`src/gbn_pkg.sv`:
```
// Shared types and constants for the go-back-n sender window.
package gbn_pkg;

    localparam int SEQ_W        = 32;
    localparam int LEN_W        = 11;
    localparam int WINDOW_DEPTH = 16;
    localparam int SLOT_W       = $clog2(WINDOW_DEPTH);
    localparam int MAX_PAYLOAD  = 1024;
    localparam int MAX_RESULTS  = 16;
    localparam int CNT_W        = $clog2(MAX_RESULTS + 1);
    localparam int QUEUE_DEPTH  = 2;

    typedef enum logic [1:0] {
        OP_SEND    = 2'd0,
        OP_ACK     = 2'd1,
        OP_TIMEOUT = 2'd2
    } t_op;

    typedef enum logic [2:0] {
        KIND_NEW      = 3'd0,
        KIND_RETX     = 3'd1,
        KIND_FULL     = 3'd2,
        KIND_FINISHED = 3'd3,
        KIND_ACK_OK   = 3'd4,
        KIND_ACK_BAD  = 3'd5
    } t_kind;

    typedef enum logic {
        B_IDLE,
        B_RETX
    } t_back_state;

    typedef struct packed {
        t_op               op;
        logic              empty_end;
        logic [LEN_W-1:0]  length;
        logic [SEQ_W-1:0]  ack_number;
        logic              ack_pre_ok;
    } t_item;

    typedef struct packed {
        t_kind             kind;
        logic [SEQ_W-1:0]  seq;
        logic [SLOT_W-1:0] slot;
        logic [LEN_W-1:0]  length;
        logic              last;
        logic              finished;
    } t_result;

endpackage

```
`src/gbn_ram.sv`:
```
// Generic single-write, single-read RAM with registered read data.
module gbn_ram #(
    parameter int WIDTH = 8,
    parameter int DEPTH = 16
) (
    input  logic                     i_clk,
    input  logic                     i_wr_en,
    input  logic [$clog2(DEPTH)-1:0] i_wr_addr,
    input  logic [WIDTH-1:0]         i_wr_data,
    input  logic                     i_rd_en,
    input  logic [$clog2(DEPTH)-1:0] i_rd_addr,
    output logic [WIDTH-1:0]         o_rd_data
);

    logic [WIDTH-1:0] r_mem [DEPTH];
    logic [WIDTH-1:0] r_rd_data;

    always_ff @(posedge i_clk) begin
        if (i_wr_en) begin
            r_mem[i_wr_addr] <= i_wr_data;
        end
        if (i_rd_en) begin
            r_rd_data <= r_mem[i_rd_addr];
        end
    end

    assign o_rd_data = r_rd_data;

endmodule

```
`src/gbn_front.sv`:
```
// Front end: connection register, input acceptance and item classification.
module gbn_front (
    input  logic                        i_clk,
    input  logic                        i_rst_n,
    input  logic                        i_cfg_wr_en,
    input  logic [gbn_pkg::SEQ_W-1:0]   i_cfg_wr_data,
    input  logic                        i_valid,
    output logic                        o_stall,
    input  logic [1:0]                  i_operation,
    input  logic [gbn_pkg::LEN_W-1:0]   i_payload_length,
    input  logic                        i_at_end,
    input  logic [gbn_pkg::SEQ_W-1:0]   i_ack_number,
    input  logic [gbn_pkg::SEQ_W-1:0]   i_ack_connection,
    input  logic                        i_ack_flag_set,
    input  logic                        i_checksum_good,
    input  logic                        i_queue_full,
    output logic                        o_push,
    output gbn_pkg::t_item              o_item
);
    import gbn_pkg::*;

    logic [SEQ_W-1:0] r_conn_key;
    logic             known_op;
    logic [LEN_W-1:0] sat_length;

    always_ff @(posedge i_clk) begin
        if (!i_rst_n) begin
            r_conn_key <= '0;
        end else if (i_cfg_wr_en) begin
            r_conn_key <= i_cfg_wr_data;
        end
    end

    always_comb begin
        unique case (i_operation) inside
            OP_SEND, OP_ACK, OP_TIMEOUT: known_op = 1'b1;
            default:                     known_op = 1'b0;
        endcase
    end

    always_comb begin
        if (32'(i_payload_length) > 32'(MAX_PAYLOAD)) begin
            sat_length = LEN_W'(MAX_PAYLOAD);
        end else begin
            sat_length = i_payload_length;
        end
    end

    always_comb begin
        o_item.op         = t_op'(i_operation);
        o_item.empty_end  = (i_payload_length == '0) && i_at_end;
        o_item.length     = sat_length;
        o_item.ack_number = i_ack_number;
        o_item.ack_pre_ok = i_checksum_good && i_ack_flag_set &&
                            (i_ack_connection == r_conn_key);
    end

    // drop unknown operations at acceptance
    assign o_stall = i_queue_full;
    assign o_push  = i_valid && !i_queue_full && known_op;

endmodule

```
`src/gbn_fifo.sv`:
```
// Short item queue between the front end and the window back end.
module gbn_fifo #(
    parameter int DEPTH = gbn_pkg::QUEUE_DEPTH
) (
    input  logic           i_clk,
    input  logic           i_rst_n,
    input  logic           i_push,
    input  gbn_pkg::t_item i_item,
    output logic           o_full,
    output logic           o_valid,
    output gbn_pkg::t_item o_item,
    input  logic           i_pop
);
    import gbn_pkg::*;

    localparam int PTR_W  = (DEPTH > 1) ? $clog2(DEPTH) : 1;
    localparam int QCNT_W = $clog2(DEPTH + 1);
    localparam logic [PTR_W-1:0]  LAST_PTR = PTR_W'(DEPTH - 1);
    localparam logic [QCNT_W-1:0] FULL_CNT = QCNT_W'(DEPTH);

    t_item             r_entries [DEPTH];
    logic [PTR_W-1:0]  r_wr_ptr;
    logic [PTR_W-1:0]  r_rd_ptr;
    logic [QCNT_W-1:0] r_count;
    logic              do_push;
    logic              do_pop;

    assign o_full  = (r_count == FULL_CNT);
    assign o_valid = (r_count != '0);
    assign o_item  = r_entries[r_rd_ptr];
    assign do_push = i_push && !o_full;
    assign do_pop  = i_pop && o_valid;

    always_ff @(posedge i_clk) begin
        if (!i_rst_n) begin
            r_wr_ptr <= '0;
            r_rd_ptr <= '0;
            r_count  <= '0;
        end else begin
            if (do_push) begin
                r_wr_ptr <= (r_wr_ptr == LAST_PTR) ? '0 : r_wr_ptr + 1'b1;
            end
            if (do_pop) begin
                r_rd_ptr <= (r_rd_ptr == LAST_PTR) ? '0 : r_rd_ptr + 1'b1;
            end
            if (do_push && !do_pop) begin
                r_count <= r_count + 1'b1;
            end else if (do_pop && !do_push) begin
                r_count <= r_count - 1'b1;
            end
        end
    end

    always_ff @(posedge i_clk) begin
        if (do_push) begin
            r_entries[r_wr_ptr] <= i_item;
        end
    end

endmodule

```
`src/gbn_back.sv`:
```
// Back end: window state, slot length memory, retransmit sequencer and output stages.
module gbn_back (
    input  logic             i_clk,
    input  logic             i_rst_n,
    input  logic             i_q_valid,
    input  gbn_pkg::t_item   i_q_item,
    output logic             o_q_pop,
    output logic             o_valid,
    input  logic             i_stall,
    output gbn_pkg::t_result o_result
);
    import gbn_pkg::*;

    t_back_state       r_state, n_state;
    logic [SEQ_W-1:0]  r_base, n_base;
    logic [SEQ_W-1:0]  r_next, n_next;
    logic              r_input_done, n_input_done;
    logic [SEQ_W-1:0]  r_rt_seq, n_rt_seq;
    logic [CNT_W-1:0]  r_rt_left, n_rt_left;

    logic              r_pend_valid;
    logic              r_pend_from_ram;
    t_result           r_pend;
    logic              r_out_valid;
    t_result           r_out;

    logic              pend_move;
    logic              can_issue;
    logic              issue;
    logic              issue_ram;
    t_result           issue_res;
    t_result           pend_final;

    logic [SEQ_W:0]    window_end;
    logic              is_full;
    logic              outstanding;
    logic [SEQ_W-1:0]  span;
    logic [CNT_W-1:0]  rt_count;
    logic              ack_ok;

    logic              wr_en;
    logic              rd_en;
    logic [LEN_W-1:0]  rd_data;

    gbn_ram #(
        .WIDTH (LEN_W),
        .DEPTH (WINDOW_DEPTH)
    ) u_slot_ram (
        .i_clk     (i_clk),
        .i_wr_en   (wr_en),
        .i_wr_addr (r_next[SLOT_W-1:0]),
        .i_wr_data (i_q_item.length),
        .i_rd_en   (rd_en),
        .i_rd_addr (r_rt_seq[SLOT_W-1:0]),
        .o_rd_data (rd_data)
    );

    assign pend_move = r_pend_valid && (!r_out_valid || !i_stall);
    assign can_issue = !r_pend_valid || pend_move;

    assign window_end  = {1'b0, r_base} + (SEQ_W+1)'(WINDOW_DEPTH);
    assign is_full     = {1'b0, r_next} >= window_end;
    assign outstanding = r_next > r_base;
    assign span        = r_next - r_base;
    assign rt_count    = (span > SEQ_W'(MAX_RESULTS)) ? CNT_W'(MAX_RESULTS)
                                                      : span[CNT_W-1:0];
    assign ack_ok      = i_q_item.ack_pre_ok && (i_q_item.ack_number >= r_base) &&
                         (i_q_item.ack_number < r_next);

    always_comb begin
        n_state      = r_state;
        n_base       = r_base;
        n_next       = r_next;
        n_input_done = r_input_done;
        n_rt_seq     = r_rt_seq;
        n_rt_left    = r_rt_left;
        issue        = 1'b0;
        issue_ram    = 1'b0;
        issue_res    = '0;
        o_q_pop      = 1'b0;
        wr_en        = 1'b0;
        rd_en        = 1'b0;

        unique case (r_state)
            B_IDLE: begin
                if (i_q_valid && can_issue) begin
                    unique case (i_q_item.op)
                        OP_SEND: begin
                            o_q_pop            = 1'b1;
                            issue              = 1'b1;
                            issue_res.seq      = r_next;
                            issue_res.slot     = r_next[SLOT_W-1:0];
                            issue_res.last     = 1'b1;
                            issue_res.finished = r_input_done;
                            if (is_full) begin
                                issue_res.kind = KIND_FULL;
                            end else if (i_q_item.empty_end) begin
                                n_input_done       = 1'b1;
                                issue_res.kind     = KIND_FINISHED;
                                issue_res.finished = 1'b1;
                            end else begin
                                wr_en            = 1'b1;
                                n_next           = r_next + 1'b1;
                                issue_res.kind   = KIND_NEW;
                                issue_res.length = i_q_item.length;
                            end
                        end
                        OP_ACK: begin
                            o_q_pop            = 1'b1;
                            issue              = 1'b1;
                            issue_res.kind     = ack_ok ? KIND_ACK_OK : KIND_ACK_BAD;
                            issue_res.seq      = i_q_item.ack_number;
                            issue_res.last     = 1'b1;
                            issue_res.finished = r_input_done;
                            if (ack_ok) begin
                                n_base = i_q_item.ack_number + 1'b1;
                            end
                        end
                        OP_TIMEOUT: begin
                            if (outstanding) begin
                                n_state   = B_RETX;
                                n_rt_seq  = r_base;
                                n_rt_left = rt_count;
                            end else begin
                                o_q_pop = 1'b1;
                            end
                        end
                        default: begin
                            o_q_pop = 1'b1;
                        end
                    endcase
                end
            end
            B_RETX: begin
                if (can_issue) begin
                    rd_en              = 1'b1;
                    issue              = 1'b1;
                    issue_ram          = 1'b1;
                    issue_res.kind     = KIND_RETX;
                    issue_res.seq      = r_rt_seq;
                    issue_res.slot     = r_rt_seq[SLOT_W-1:0];
                    issue_res.last     = (r_rt_left == CNT_W'(1));
                    issue_res.finished = r_input_done;
                    n_rt_seq           = r_rt_seq + 1'b1;
                    n_rt_left          = r_rt_left - 1'b1;
                    if (r_rt_left == CNT_W'(1)) begin
                        o_q_pop = 1'b1;
                        n_state = B_IDLE;
                    end
                end
            end
            default: begin
                n_state = B_IDLE;
            end
        endcase
    end

    always_ff @(posedge i_clk) begin
        if (!i_rst_n) begin
            r_state <= B_IDLE;
        end else begin
            r_state <= n_state;
        end
    end

    always_ff @(posedge i_clk) begin
        if (!i_rst_n) begin
            r_base       <= '0;
            r_next       <= '0;
            r_input_done <= 1'b0;
            r_rt_left    <= '0;
            r_pend_valid <= 1'b0;
            r_out_valid  <= 1'b0;
        end else begin
            r_base       <= n_base;
            r_next       <= n_next;
            r_input_done <= n_input_done;
            r_rt_left    <= n_rt_left;
            if (can_issue) begin
                r_pend_valid <= issue;
            end
            if (!r_out_valid || !i_stall) begin
                r_out_valid <= r_pend_valid;
            end
        end
    end

    always_comb begin
        pend_final = r_pend;
        if (r_pend_from_ram) begin
            pend_final.length = rd_data;
        end
    end

    always_ff @(posedge i_clk) begin
        r_rt_seq <= n_rt_seq;
        if (can_issue && issue) begin
            r_pend          <= issue_res;
            r_pend_from_ram <= issue_ram;
        end
        if (pend_move) begin
            r_out <= pend_final;
        end
    end

    assign o_valid  = r_out_valid;
    assign o_result = r_out;

endmodule

```
`src/go_back_n_sender_window.sv`:
```
// Go-back-n sender window top level: front end, item queue and window back end.
// An accepted item passes the item queue, then the pending and output registers of the
// back end; a timeout first puts the back end into its retransmit state.
// Throughput: one send or ack item per cycle unless the output stalls; a timeout with N
// outstanding packets (N at most 16) holds the back end for N results, one slot read each.
// Reset is synchronous: base, next sequence, finished flag and connection id clear to zero;
// the slot length memory is not cleared and holds whatever was last written.
module go_back_n_sender_window #(
    parameter int QUEUE_DEPTH = gbn_pkg::QUEUE_DEPTH
) (
    input  logic                        i_clk,
    input  logic                        i_rst_n,
    input  logic                        i_cfg_wr_en,
    input  logic [gbn_pkg::SEQ_W-1:0]   i_cfg_wr_data,
    input  logic                        i_valid,
    output logic                        o_stall,
    input  logic [1:0]                  i_operation,
    input  logic [gbn_pkg::LEN_W-1:0]   i_payload_length,
    input  logic                        i_at_end,
    input  logic [gbn_pkg::SEQ_W-1:0]   i_ack_number,
    input  logic [gbn_pkg::SEQ_W-1:0]   i_ack_connection,
    input  logic                        i_ack_flag_set,
    input  logic                        i_checksum_good,
    output logic                        o_valid,
    input  logic                        i_stall,
    output logic [2:0]                  o_kind,
    output logic [gbn_pkg::SEQ_W-1:0]   o_seq_number,
    output logic [gbn_pkg::SLOT_W-1:0]  o_slot,
    output logic [gbn_pkg::LEN_W-1:0]   o_packet_length,
    output logic                        o_last,
    output logic                        o_finished_flag
);
    import gbn_pkg::*;

    logic    q_push;
    logic    q_full;
    logic    q_valid;
    logic    q_pop;
    t_item   push_item;
    t_item   head_item;
    t_result result;

    gbn_front u_front (
        .i_clk            (i_clk),
        .i_rst_n          (i_rst_n),
        .i_cfg_wr_en      (i_cfg_wr_en),
        .i_cfg_wr_data    (i_cfg_wr_data),
        .i_valid          (i_valid),
        .o_stall          (o_stall),
        .i_operation      (i_operation),
        .i_payload_length (i_payload_length),
        .i_at_end         (i_at_end),
        .i_ack_number     (i_ack_number),
        .i_ack_connection (i_ack_connection),
        .i_ack_flag_set   (i_ack_flag_set),
        .i_checksum_good  (i_checksum_good),
        .i_queue_full     (q_full),
        .o_push           (q_push),
        .o_item           (push_item)
    );

    gbn_fifo #(
        .DEPTH (QUEUE_DEPTH)
    ) u_fifo (
        .i_clk   (i_clk),
        .i_rst_n (i_rst_n),
        .i_push  (q_push),
        .i_item  (push_item),
        .o_full  (q_full),
        .o_valid (q_valid),
        .o_item  (head_item),
        .i_pop   (q_pop)
    );

    gbn_back u_back (
        .i_clk    (i_clk),
        .i_rst_n  (i_rst_n),
        .i_q_valid(q_valid),
        .i_q_item (head_item),
        .o_q_pop  (q_pop),
        .o_valid  (o_valid),
        .i_stall  (i_stall),
        .o_result (result)
    );

    assign o_kind          = result.kind;
    assign o_seq_number    = result.seq;
    assign o_slot          = result.slot;
    assign o_packet_length = result.length;
    assign o_last          = result.last;
    assign o_finished_flag = result.finished;

    a_pop_needs_head: assert property (@(posedge i_clk) disable iff (!i_rst_n)
        q_pop |-> q_valid)
        else $error("queue popped while empty");

    a_unknown_op_dropped: assert property (@(posedge i_clk) disable iff (!i_rst_n)
        (i_valid && !o_stall && i_operation != OP_SEND && i_operation != OP_ACK &&
         i_operation != OP_TIMEOUT) |-> !q_push)
        else $error("unknown operation entered the queue");

    a_ack_result_shape: assert property (@(posedge i_clk) disable iff (!i_rst_n)
        (o_valid && (o_kind == KIND_ACK_OK || o_kind == KIND_ACK_BAD)) |->
        (o_slot == '0 && o_packet_length == '0 && o_last))
        else $error("ack result carries slot or length or is not last");

    a_single_results_last: assert property (@(posedge i_clk) disable iff (!i_rst_n)
        (o_valid && (o_kind == KIND_NEW || o_kind == KIND_FULL ||
         o_kind == KIND_FINISHED)) |-> (o_last && o_slot == o_seq_number[SLOT_W-1:0]))
        else $error("send result not last or slot mismatch");

endmodule

```
`config.mk`:
```
export PLATFORM = sky130hd
export DESIGN_NAME = go_back_n_sender_window
export DESIGN_NICKNAME = d
export VERILOG_FILES = /design/src/gbn_pkg.sv /design/src/gbn_ram.sv /design/src/gbn_front.sv /design/src/gbn_fifo.sv /design/src/gbn_back.sv /design/src/go_back_n_sender_window.sv
export SDC_FILE = /design/constraint.sdc
export NUM_CORES = 1
export LEC_CHECK = 0
export ABC_CLOCK_PERIOD_IN_PS = 14200
export BUFFER_PORTS_ARGS = -buffer_cell sky130_fd_sc_hd__buf_2
export CORE_MARGIN = 10
export CORE_UTILIZATION = 66
export CTS_BUF_LIST = sky130_fd_sc_hd__clkbuf_16
export CTS_CLUSTER_DIAMETER = 80
export DETAILED_ROUTE_END_ITERATION = 10
export GPL_ROUTABILITY_DRIVEN = 0
export MAX_ROUTING_LAYER = met4
export PLACE_DENSITY_LB_ADDON = 0.3
export SYNTH_ARGS = -nofsm -noshare
export SYNTH_HDL_FRONTEND = slang
export SYNTH_HIERARCHICAL = 1
export SYNTH_SLANG_ARGS = --single-unit
```
`constraint.sdc`:
```
create_clock -name i_clk -period 14.2 [get_ports i_clk]
set_input_delay 1.42 -clock i_clk [delete_from_list [all_inputs] [get_ports i_clk]]
set_output_delay 1.42 -clock i_clk [all_outputs]
set_load 0.05 [all_outputs]
```
Word level (Yosys, flattened, before mapping)
Memories as Yosys holds them, arrays and structs flattened. A register that Yosys moved wholly into a read port is not among the register bits.
Cells that the tools add are included.
{ "totals": {"regBits": 246, "latchBits": 0, "mem_bits_rw": 270, "rom_bits": 0, "in_bits": 117, "out_inout_bits": 54, "elab_cells": 154, "n_memories": 2} }
{ "op_classes": {"add_sub_neg": 10, "multipliers": 0, "div": 0, "order_cmp": 6, "eq_ne": 11, "shift": 0, "n_mux": 61, "bitwise_logic": 5, "n_reduce_logical": 34} }
{ "mem_list": {"columns": ["memory", "depth", "width", "read_ports", "rd_clocked_by_memory_dff", "write_ports", "line", "rtl"], "rows": [
  ["u_back.u_slot_ram.r_mem", 16, 11, 1, 1, 1, "gbn_ram.sv:15", "logic [WIDTH-1:0] r_mem [DEPTH];"],
  ["u_fifo.r_entries", 2, 47, 1, 1, 1, "gbn_fifo.sv:21", "t_item r_entries [DEPTH];"]
]} }
{ "op_table": {"columns": ["cell", "count"], "rows": [
  ["$mux W32", 4],
  ["$add A32 B1 Y32 const B", 3],
  ["$pmux W39 S2", 1],
  ["$pmux W35 S2", 1],
  ["$pmux W32 S2", 1],
  ["$mux W52", 1],
  ["$mux W11", 4],
  ["$mux W37", 1],
  ["$add A32 B5 Y33 const B", 1],
  ["$ge A32 B33 Y1", 1],
  ["$eq A32 B32 Y1", 1],
  ["$ge A32 B32 Y1", 1],
  ["$gt A32 B32 Y1", 1],
  ["$gt A32 B5 Y1 const B", 1],
  ["$lt A32 B32 Y1", 1],
  ["$sub A32 B32 Y32", 1],
  ["$mux W1", 31],
  ["$mux W5", 5],
  ["$mux W15", 1],
  ["$logic_and A1 B1 Y1", 14],
  ["$gt A11 B11 Y1 const B", 1],
  ["$logic_not A11 Y1", 1],
  ["$pmux W5 S2", 1],
  ["$mux W2", 4],
  ["23 further kinds", 45]
]} }

Depth between registers and ports, before layout
Gate-level depths: netlist of run 1.
{ "depth": {"ltp_word": 11, "depth_mapped": 22, "mapped_depth_nobuf": 20} }

Cells and area by module
Netlist of run 1, hierarchy kept.
{ "by_module_without_submodules": {"columns": ["mod", "instances", "cells_each", "area_each_um2"], "rows": [
  ["gbn_back", 1, 1558, 14412.6],
  ["gbn_ram", 1, 305, 7108.1],
  ["gbn_fifo", 1, 171, 3623.5],
  ["gbn_front", 1, 201, 1921.8]
]} }

Worst setup path after synthesis of run 1
OpenSTA, ideal clock, no wires.
{ "synth_timing": {"kind": "in2reg", "from": "in i_stall", "to": "reg u_back.r_out (netlist bit u_back/o_result[0]) (enable)", "setup_time_ps": 541, "arrival_ps": 5229, "setup_slack_ps": 8430, "stages": 1, "cell_sequence": "a21boi_0"} }
{ "synth_via": {"elab_chain_len": 3} }
{ "synth_lines": {"columns": ["element", "line", "rtl"], "rows": [
  ["start, declared", "go_back_n_sender_window.sv:25", "input logic i_stall,"],
  ["$logic_not A1 Y1", "gbn_back.sv:58", "assign pend_move = r_pend_valid && (!r_out_valid || !i_stall);"],
  ["$logic_or A1 B1 Y1", "gbn_back.sv:58", null],
  ["$logic_and A1 B1 Y1", "gbn_back.sv:58", null],
  ["end signal, assigned", "gbn_back.sv:202", "r_out <= pend_final;"],
  ["end, declared", "gbn_back.sv:25", "t_result r_out;"]
]} }
Every way passes these cells.
A chain may end at the register's enable or synchronous reset.

Final worst setup path of run 1
{ "layout_timing": {"from": "reg u_back.r_base[11]", "to": "mem u_back/u_slot_ram/r_mem[4][0] in the netlist's numbering (enable)"} }
{ "layout_via": {"elab_chain_len": 8} }
{ "layout_lines": {"columns": ["element", "line", "rtl"], "rows": [
  ["start, declared", "gbn_back.sv:15", "logic [SEQ_W-1:0] r_base, n_base;"],
  ["start signal, assigned", "gbn_back.sv:175", "r_base <= n_base;"],
  ["$add A32 B5 Y33", "gbn_back.sv:61", "assign window_end = {1'b0, r_base} + (SEQ_W+1)'(WINDOW_DEPTH);"],
  ["$ge A32 B33 Y1", "gbn_back.sv:62", "assign is_full = {1'b0, r_next} >= window_end;"],
  ["$mux W1", "gbn_back.sv:95", "if (is_full) begin"],
  ["$mux W1", "gbn_back.sv:87", "unique case (i_q_item.op)"],
  ["$mux W1", "gbn_back.sv:86", "if (i_q_valid && can_issue) begin"],
  ["$mux W1", "gbn_back.sv:84", "unique case (r_state)"],
  ["$mux W1", "gbn_ram.sv:19", "if (i_wr_en) begin"],
  ["$mux W1 (implied by the code)", "gbn_ram.sv:20", "r_mem[i_wr_addr] <= i_wr_data;"],
  ["end, declared", "gbn_ram.sv:15", null]
]} }
Every way passes these cells.

==> results.json, run 1 <==
{
  "crit_fanout": 25,
  "coreArea_mm2": 0.04065,
  "area_growth_pct": 9.911,
  "cts_tree": "built",
  "end_kind": "flop",
  "totalWireLength_um": 69680,
  "synth.area.top_cells": "edfxtp_1 (46%), dfxtp_1 (8.1%), ha_1 (6.0%)",
  "netlist.area_leader.share": 0.4638,
  "synth_commonest_cells": "edfxtp_1 (418), nor2_1 (159), nand2_1 (155)",
  "dp_hpwl_um": 49050,
  "grt_start_max_net_pins": 74,
  "synth-seq-cells": 528,
  "post-synth-top-count-cell": "edfxtp_1",
  "leakage_nw": 11.08,
  "p_per_area_mw_per_mm2": 166.9,
  "setup_viol": 0,
  "hp-class": "reg -> reg",
  "crit_arrival_ns": 6.81,
  "track_usage": 0.2819,
  "synth_area_mm2": 0.02707,
  "clock_skew_ns": 0.03150,
  "cap_viol_max_count": 0,
  "synth_flop_cell": "edfxtp_1",
  "die_x_um": 222.5,
  "num_vias": 19194,
  "post_dp_cell_area_mm2": 0.02803,
  "worst_pin_slew_ns": 1.162,
  "cp-start-kind": "flop",
  "design_area_mm2": 0.02975,
  "syn-num-nets": 2483,
  "cts.clk_slew.worst_paths_ns": 0.06,
  "clk_path_buf_depth": 3,
  "die_area_mm2": 0.04951,
  "cp.required_ns": 14.51,
  "nets": 2599,
  "postCtsSetupBuffers": 0,
  "final_antenna_net_count": 0,
  "path_cells": "nand4_1 -> nor2_1 -> nand3_1 -> nor3_2 -> and3_1 -> or3b_2 -> xnor2_1 -> ha_1 -> a21o_1 -> a21o_1 -> a21o_1 -> a21oi_1 -> o21ai_0 -> a21oi_1 -> a21oi_1 -> buf_4 -> or2_1 -> clkinv_1 -> nand3b_1 -> nor3_1 -> buf_4",
  "fin_crit_sh": 0.4577,
  "route.detailed.drc": 0,
  "finalHoldViolations": 0,
  "yosys.area.top_type": "edfxtp_1",
  "finalPower_w": 0.004965,
  "synth_edf_count": 418,
  "start_util": 0.6659,
  "clockRootBuffer": "clkbuf_16",
  "run_status": "complete, no violations",
  "drv_slew": 0,
  "antenna_found_initial": 4,
  "dr.first_iter.drc_count": 2864,
  "portBuffers": 170,
  "grt_setup_unrepaired": "no",
  "h-tree-depth": 2,
  "yosysUniqueCellTypes": 91,
  "die_height_um": 222.5,
  "worst_skew_pair.late_latency_ns": 0.62,
  "fin_setup_tns_ns": 0,
  "relSlewSlack": 0.2227,
  "grt_first_pass_wirelength_um": 107000,
  "max_stage_delay_ns": 0.82,
  "drt_first_pass_iters": 9,
  "cts_inserted_buffers": 53,
  "clock_sinks": 528,
  "syn_avg_cell_area_um2": 12.11,
  "routed_via_density": 6.546,
  "ctsResizeCount": 0,
  "period_minus_slack_ns": 6.499,
  "grt-ovfl-total": 0,
  "yosysWarnings": 6,
  "wl_per_cell_um": 23.77,
  "worst_slack_ns": 7.701,
  "path_class": "reg -> reg",
  "synth_cells": 2235,
  "fmaxAchievable_ghz": 0.1539,
  "drive_above_1_share": 0.1645,
  "ys_seq_area_frac": 0.5451,
  "std_cell_rows": 74,
  "vdd_ir_drop_max_mv": 0.1149,
  "postSynth.asyncResetShare": 0,
  "hold_buffers": 0,
  "io_pins": 171,
  "post-place-ws_ns": 7.858,
  "grt_pass1_vias": 18835,
  "slowest_stage": "nor3_1"
}
worst paths after layout:
check,slack [ns],from,end,cells after the start
setup / recovery,7.70,u_back/r_base[11]$_SDFFE_PN0P_,u_back/u_slot_ram/r_mem[4][0]$_DFFE_PP_,21
hold / removal,0.40,u_back/pend_final[26]$_DFFE_PP_,u_back/o_result[26]$_DFFE_PP_,0
setup reg to reg,7.70,u_back/r_base[11]$_SDFFE_PN0P_,u_back/u_slot_ram/r_mem[4][0]$_DFFE_PP_,21
hold reg to reg,0.40,u_back/pend_final[26]$_DFFE_PP_,u_back/o_result[26]$_DFFE_PP_,0
power breakdown:
| part | total (W) | switching (W) | leakage [nW] | internal, W |
|---|---|---|---|---|
| Clock | 0.00136 | 0.000590 | 0.882 | 0.000775 |
| Combinational | 0.00154 | 0.00101 | 5.46 | 0.000527 |
| Sequential | 0.00206 | 0.0000761 | 4.73 | 0.00198 |
| Total | 0.00497 | 0.00168 | 11.1 | 0.00329 |
stage by stage:
step / util / hold WS [ns] / instances
floorplan: - / 0.4003 / 2235
global placement: 0.6895 / 0.4021 / 2828
detailed placement: 0.6895 / 0.4045 / 2828
CTS: 0.7316 / 0.3977 / 2927
global route: 0.7318 / 0.4300 / 2931
finish: 0.7319 / 0.4047 / 2932
kinds of logic (layout without fill, tap and decap cells):
family,Yosys count,count (layout),share of synthesized area
multiplexers,173,173,0.08922
adder cells (fa/ha/maj),131,131,0.06084
buffers and inverters,229,389,0.04165
AND/OR/NAND/NOR,633,633,0.1169
flip-flops,528,528,0.5451
other,0,5,0
XOR/XNOR,148,148,0.04789
AO/OA/AOI/OAI,393,393,0.09842
cell usage in the layout, fill, tap and decap left out, types with 7 or more instances in the layout:
| cell type | synthesis | routed |
|---|---|---|
| clkbuf_16 | 0 | 53 |
| a21oi_1 | 99 | 99 |
| o21ai_0 | 65 | 64 |
| nand2_1 | 155 | 154 |
| a31oi_1 | 10 | 10 |
| nor2_1 | 159 | 158 |
| o21a_1 | 10 | 10 |
| o211ai_1 | 7 | 7 |
| buf_2 | 14 | 170 |
| xor2_1 | 41 | 41 |
| nor2b_1 | 50 | 50 |
| nor3_1 | 25 | 25 |
| o21bai_1 | 11 | 11 |
| or3_1 | 10 | 10 |
| buf_4 | 44 | 22 |
| nand2b_1 | 8 | 8 |
| nor4_1 | 27 | 27 |
| inv_1 | 95 | 107 |
| nand3_1 | 56 | 56 |
| a21o_1 | 43 | 43 |
| clkinv_2 | 0 | 12 |
| mux4_1 | 16 | 16 |
| a22oi_1 | 23 | 23 |
| dfxtp_1 | 110 | 108 |
| ha_1 | 130 | 130 |
| mux2i_1 | 71 | 71 |
| clkinv_1 | 1 | 9 |
| and3_1 | 26 | 25 |
| edfxtp_1 | 418 | 418 |
| xnor2_1 | 107 | 107 |
| o22ai_1 | 12 | 12 |
| mux2_2 | 58 | 58 |
| and2_1 | 22 | 22 |
| a211oi_1 | 38 | 38 |
| nand4_1 | 53 | 53 |
| mux4_2 | 28 | 28 |
flip-flops by register name, indices dropped and copies added, names as in the netlist, 2 cells and up, named ones only:
register and cells:
u_back/o_result 52, u_back/pend_final 41, u_back/r_base 32, u_back/r_next 32
u_back/r_pend 11, u_back/r_rt_left 5, u_back/r_rt_seq 32, u_back/u_slot_ram/o_rd_data 11
u_back/u_slot_ram/r_mem 176, u_fifo/r_count 2, u_fifo/r_entries 94, u_front/r_conn_key 32
cell type report:
class / instances / area [um^2]
clock inverters: 46 / 384.1
flip-flops and latches: 528 / 14760
repair buffers: 192 / 1016
inverters: 98 / 367.9
diodes: 5 / 12.51
multi-input cells: 1478 / 11220
well taps: 532 / 665.6
fillers: 2636 / 10900
clock buffers: 53 / 1326
metal layers:
layer	up-vias	track usage	share of wire
li1	8564	-	-
met1	9154	0.3854	0.40
met2	1299	0.4118	0.44
met3	177	0.07011	0.13
met4	0	0.08152	0.028
met5	-	-	0
critical path: cells and delay by family, from the launching register on:
kind | cells | cell delay [ns]
and+or+nand+nor | 9 | 3.22
buffers and inverters | 3 | 1.08
AOI/OAI and AO/OA | 7 | 0.98
DFF | 1 | 0.45
adders and majority gates | 1 | 0.30
xor gates and xnor gates | 1 | 0.14
Note: power is estimated with default switching activity, not from simulation.
==> run 2: changes to the inputs <==
- ABC_CLOCK_PERIOD_IN_PS: 14200 -> 5920
- CORE_UTILIZATION: 66 -> 55
- clock period: 14.2 -> 5.92 ns (I/O delays scaled with it)
==> results.json, run 2 (same netlist as run 1, synthesis figures left out) <==
{
  "run_status": "complete, no violations",
  "totalWireLength_um": 68460,
  "track_usage": 0.2335,
  "nets": 2615,
  "clock_sinks": 528,
  "io_pins": 171,
  "final_antenna_net_count": 0,
  "final_common_cell": "edfxtp_1",
  "antenna_found_initial": 3,
  "post_dp_cell_area_mm2": 0.02831,
  "fin_crit_sh": 0.9192,
  "hp-class": "in -> reg",
  "path_cells": "nand4_1 -> nor2_1 -> nand3_1 -> nor3_2 -> and3_1 -> or3b_2 -> xnor2_1 -> ha_1 -> a21o_1 -> a21o_1 -> a21o_1 -> a21oi_1 -> o21ai_0 -> a21oi_1 -> a21oi_1 -> or2_1 -> clkinv_1 -> nand3b_1 -> nor2_1",
  "finalHoldViolations": 0,
  "drv_slew": 0,
  "grt_setup_unrepaired": "no",
  "fmaxAchievable_ghz": 0.1838,
  "path_class": "reg -> reg",
  "clockRootBuffer": "clkbuf_16",
  "wl_per_cell_um": 22.23,
  "cp.required_ns": 6.18,
  "crit_fanout": 15,
  "drive_above_1_share": 0.1717,
  "std_cell_rows": 81,
  "grt_first_pass_wirelength_um": 105300,
  "cp-start-kind": "flop",
  "portBuffers": 170,
  "coreArea_mm2": 0.04875,
  "r2r_slack_ns": 0.48,
  "grt_pass1_vias": 18347,
  "clk_path_buf_depth": 3,
  "num_vias": 18605,
  "dp_hpwl_um": 49530,
  "grt_start_max_net_pins": 74,
  "route.detailed.drc": 0,
  "ctsResizeCount": 0,
  "die_x_um": 241.8,
  "worst_pin_slew_ns": 1.254,
  "fin_setup_tns_ns": 0,
  "grt-ovfl-total": 0,
  "hold_buffers": 0,
  "start_util": 0.5552,
  "slowest_stage": "nor2_1",
  "cts_inserted_buffers": 53,
  "cap_viol_max_count": 0,
  "whs_ns": 0.1517,
  "area_growth_pct": 11.39,
  "period_minus_slack_ns": 5.441,
  "clock_skew_ns": 0.05731,
  "worst_skew_pair.late_latency_ns": 0.63,
  "design_area_mm2": 0.03015,
  "relSlewSlack": 0.1615,
  "p_per_area_mw_per_mm2": 399.6,
  "cts.clk_slew.worst_paths_ns": 0.06,
  "final_cell_mix": "edfxtp_1 (418), buf_2 (170), nor2_1 (159)",
  "largest_reg_flops": 176,
  "die_height_um": 241.8,
  "h-tree-depth": 2,
  "largest-register": "u_back/u_slot_ram/r_mem",
  "vdd_ir_drop_max_mv": 0.2319,
  "crit_arrival_ns": 5.70,
  "drt_first_pass_iters": 6,
  "end_kind": "flop",
  "dr.first_iter.drc_count": 2155,
  "leakage_nw": 11.20,
  "cts_tree": "built",
  "max_stage_delay_ns": 0.70,
  "finalPower_w": 0.01205,
  "postCtsSetupBuffers": 0,
  "routed_via_density": 6.043,
  "die_area_mm2": 0.05848,
  "setup_viol": 0
}
## run 2: changes by cell type in the layout (fill, tap and decap cells not counted), moves of 3 or more
cell	before	now
buf_4	22	38
clkinv_2	12	9
inv_1	107	104
bufinv_16	5	8
## run 2: per-stage QoR
step / std cells / worst slack [ns] / utilization
floorplan: 2235 / 0.2882 / -
finish: 3079 / 0.4786 / 0.6184
detailed placement: 2976 / 0.5361 / 0.5807
CTS: 3075 / 0.5270 / 0.6182
global route: 3078 / 0.1936 / 0.6184
global placement: 2976 / 0.6864 / 0.5807
## run 2: critical path, delay by kind of cell (launching register included)
family                     cells  cell delay (ns)
and+or+nand+nor                9             2.81
AOI/OAI and AO/OA              7             1.04
DFF                            1             0.45
buffers and inverters          1             0.31
adders and majority gates      1             0.30
xor gates and xnor gates       1             0.14
## run 2: worst paths after layout
path	startpoint	cells past startpoint	to
worst max-delay path	u_back/r_base[11]$_SDFFE_PN0P_	19	u_back/u_slot_ram/r_mem[10][4]$_DFFE_PP_
worst min-delay path	i_ack_number[29]	1	u_fifo/r_entries[1][30]$_DFFE_PP_
worst max register to register	u_back/r_base[11]$_SDFFE_PN0P_	19	u_back/u_slot_ram/r_mem[10][4]$_DFFE_PP_
worst min register to register	u_back/pend_final[37]$_DFFE_PP_	0	u_back/o_result[37]$_DFFE_PP_
## run 2: routing by layer
metal | up-vias | track usage | share of wire
li1 | 8589 | - | -
met1 | 8973 | 0.3202 | 0.43
met2 | 932 | 0.3469 | 0.44
met3 | 111 | 0.05600 | 0.10
met4 | 0 | 0.05456 | 0.019
met5 | - | - | 0
## run 2: final cells by class
cell class	count	area, um^2
fill	3799	18600
sequential	528	14760
multi-input combinational	1478	11220
clock buffer	53	1326
timing repair buffer	208	1136
tap	664	830.8
clock inverter	46	503.0
inverter	98	367.9
antenna	4	10.01
## run 2: power breakdown
part           total, W  switching [W]  internal [W]
clock           0.00346        0.00146       0.00200
sequential      0.00498       0.000222       0.00476
combinational   0.00361        0.00234       0.00127
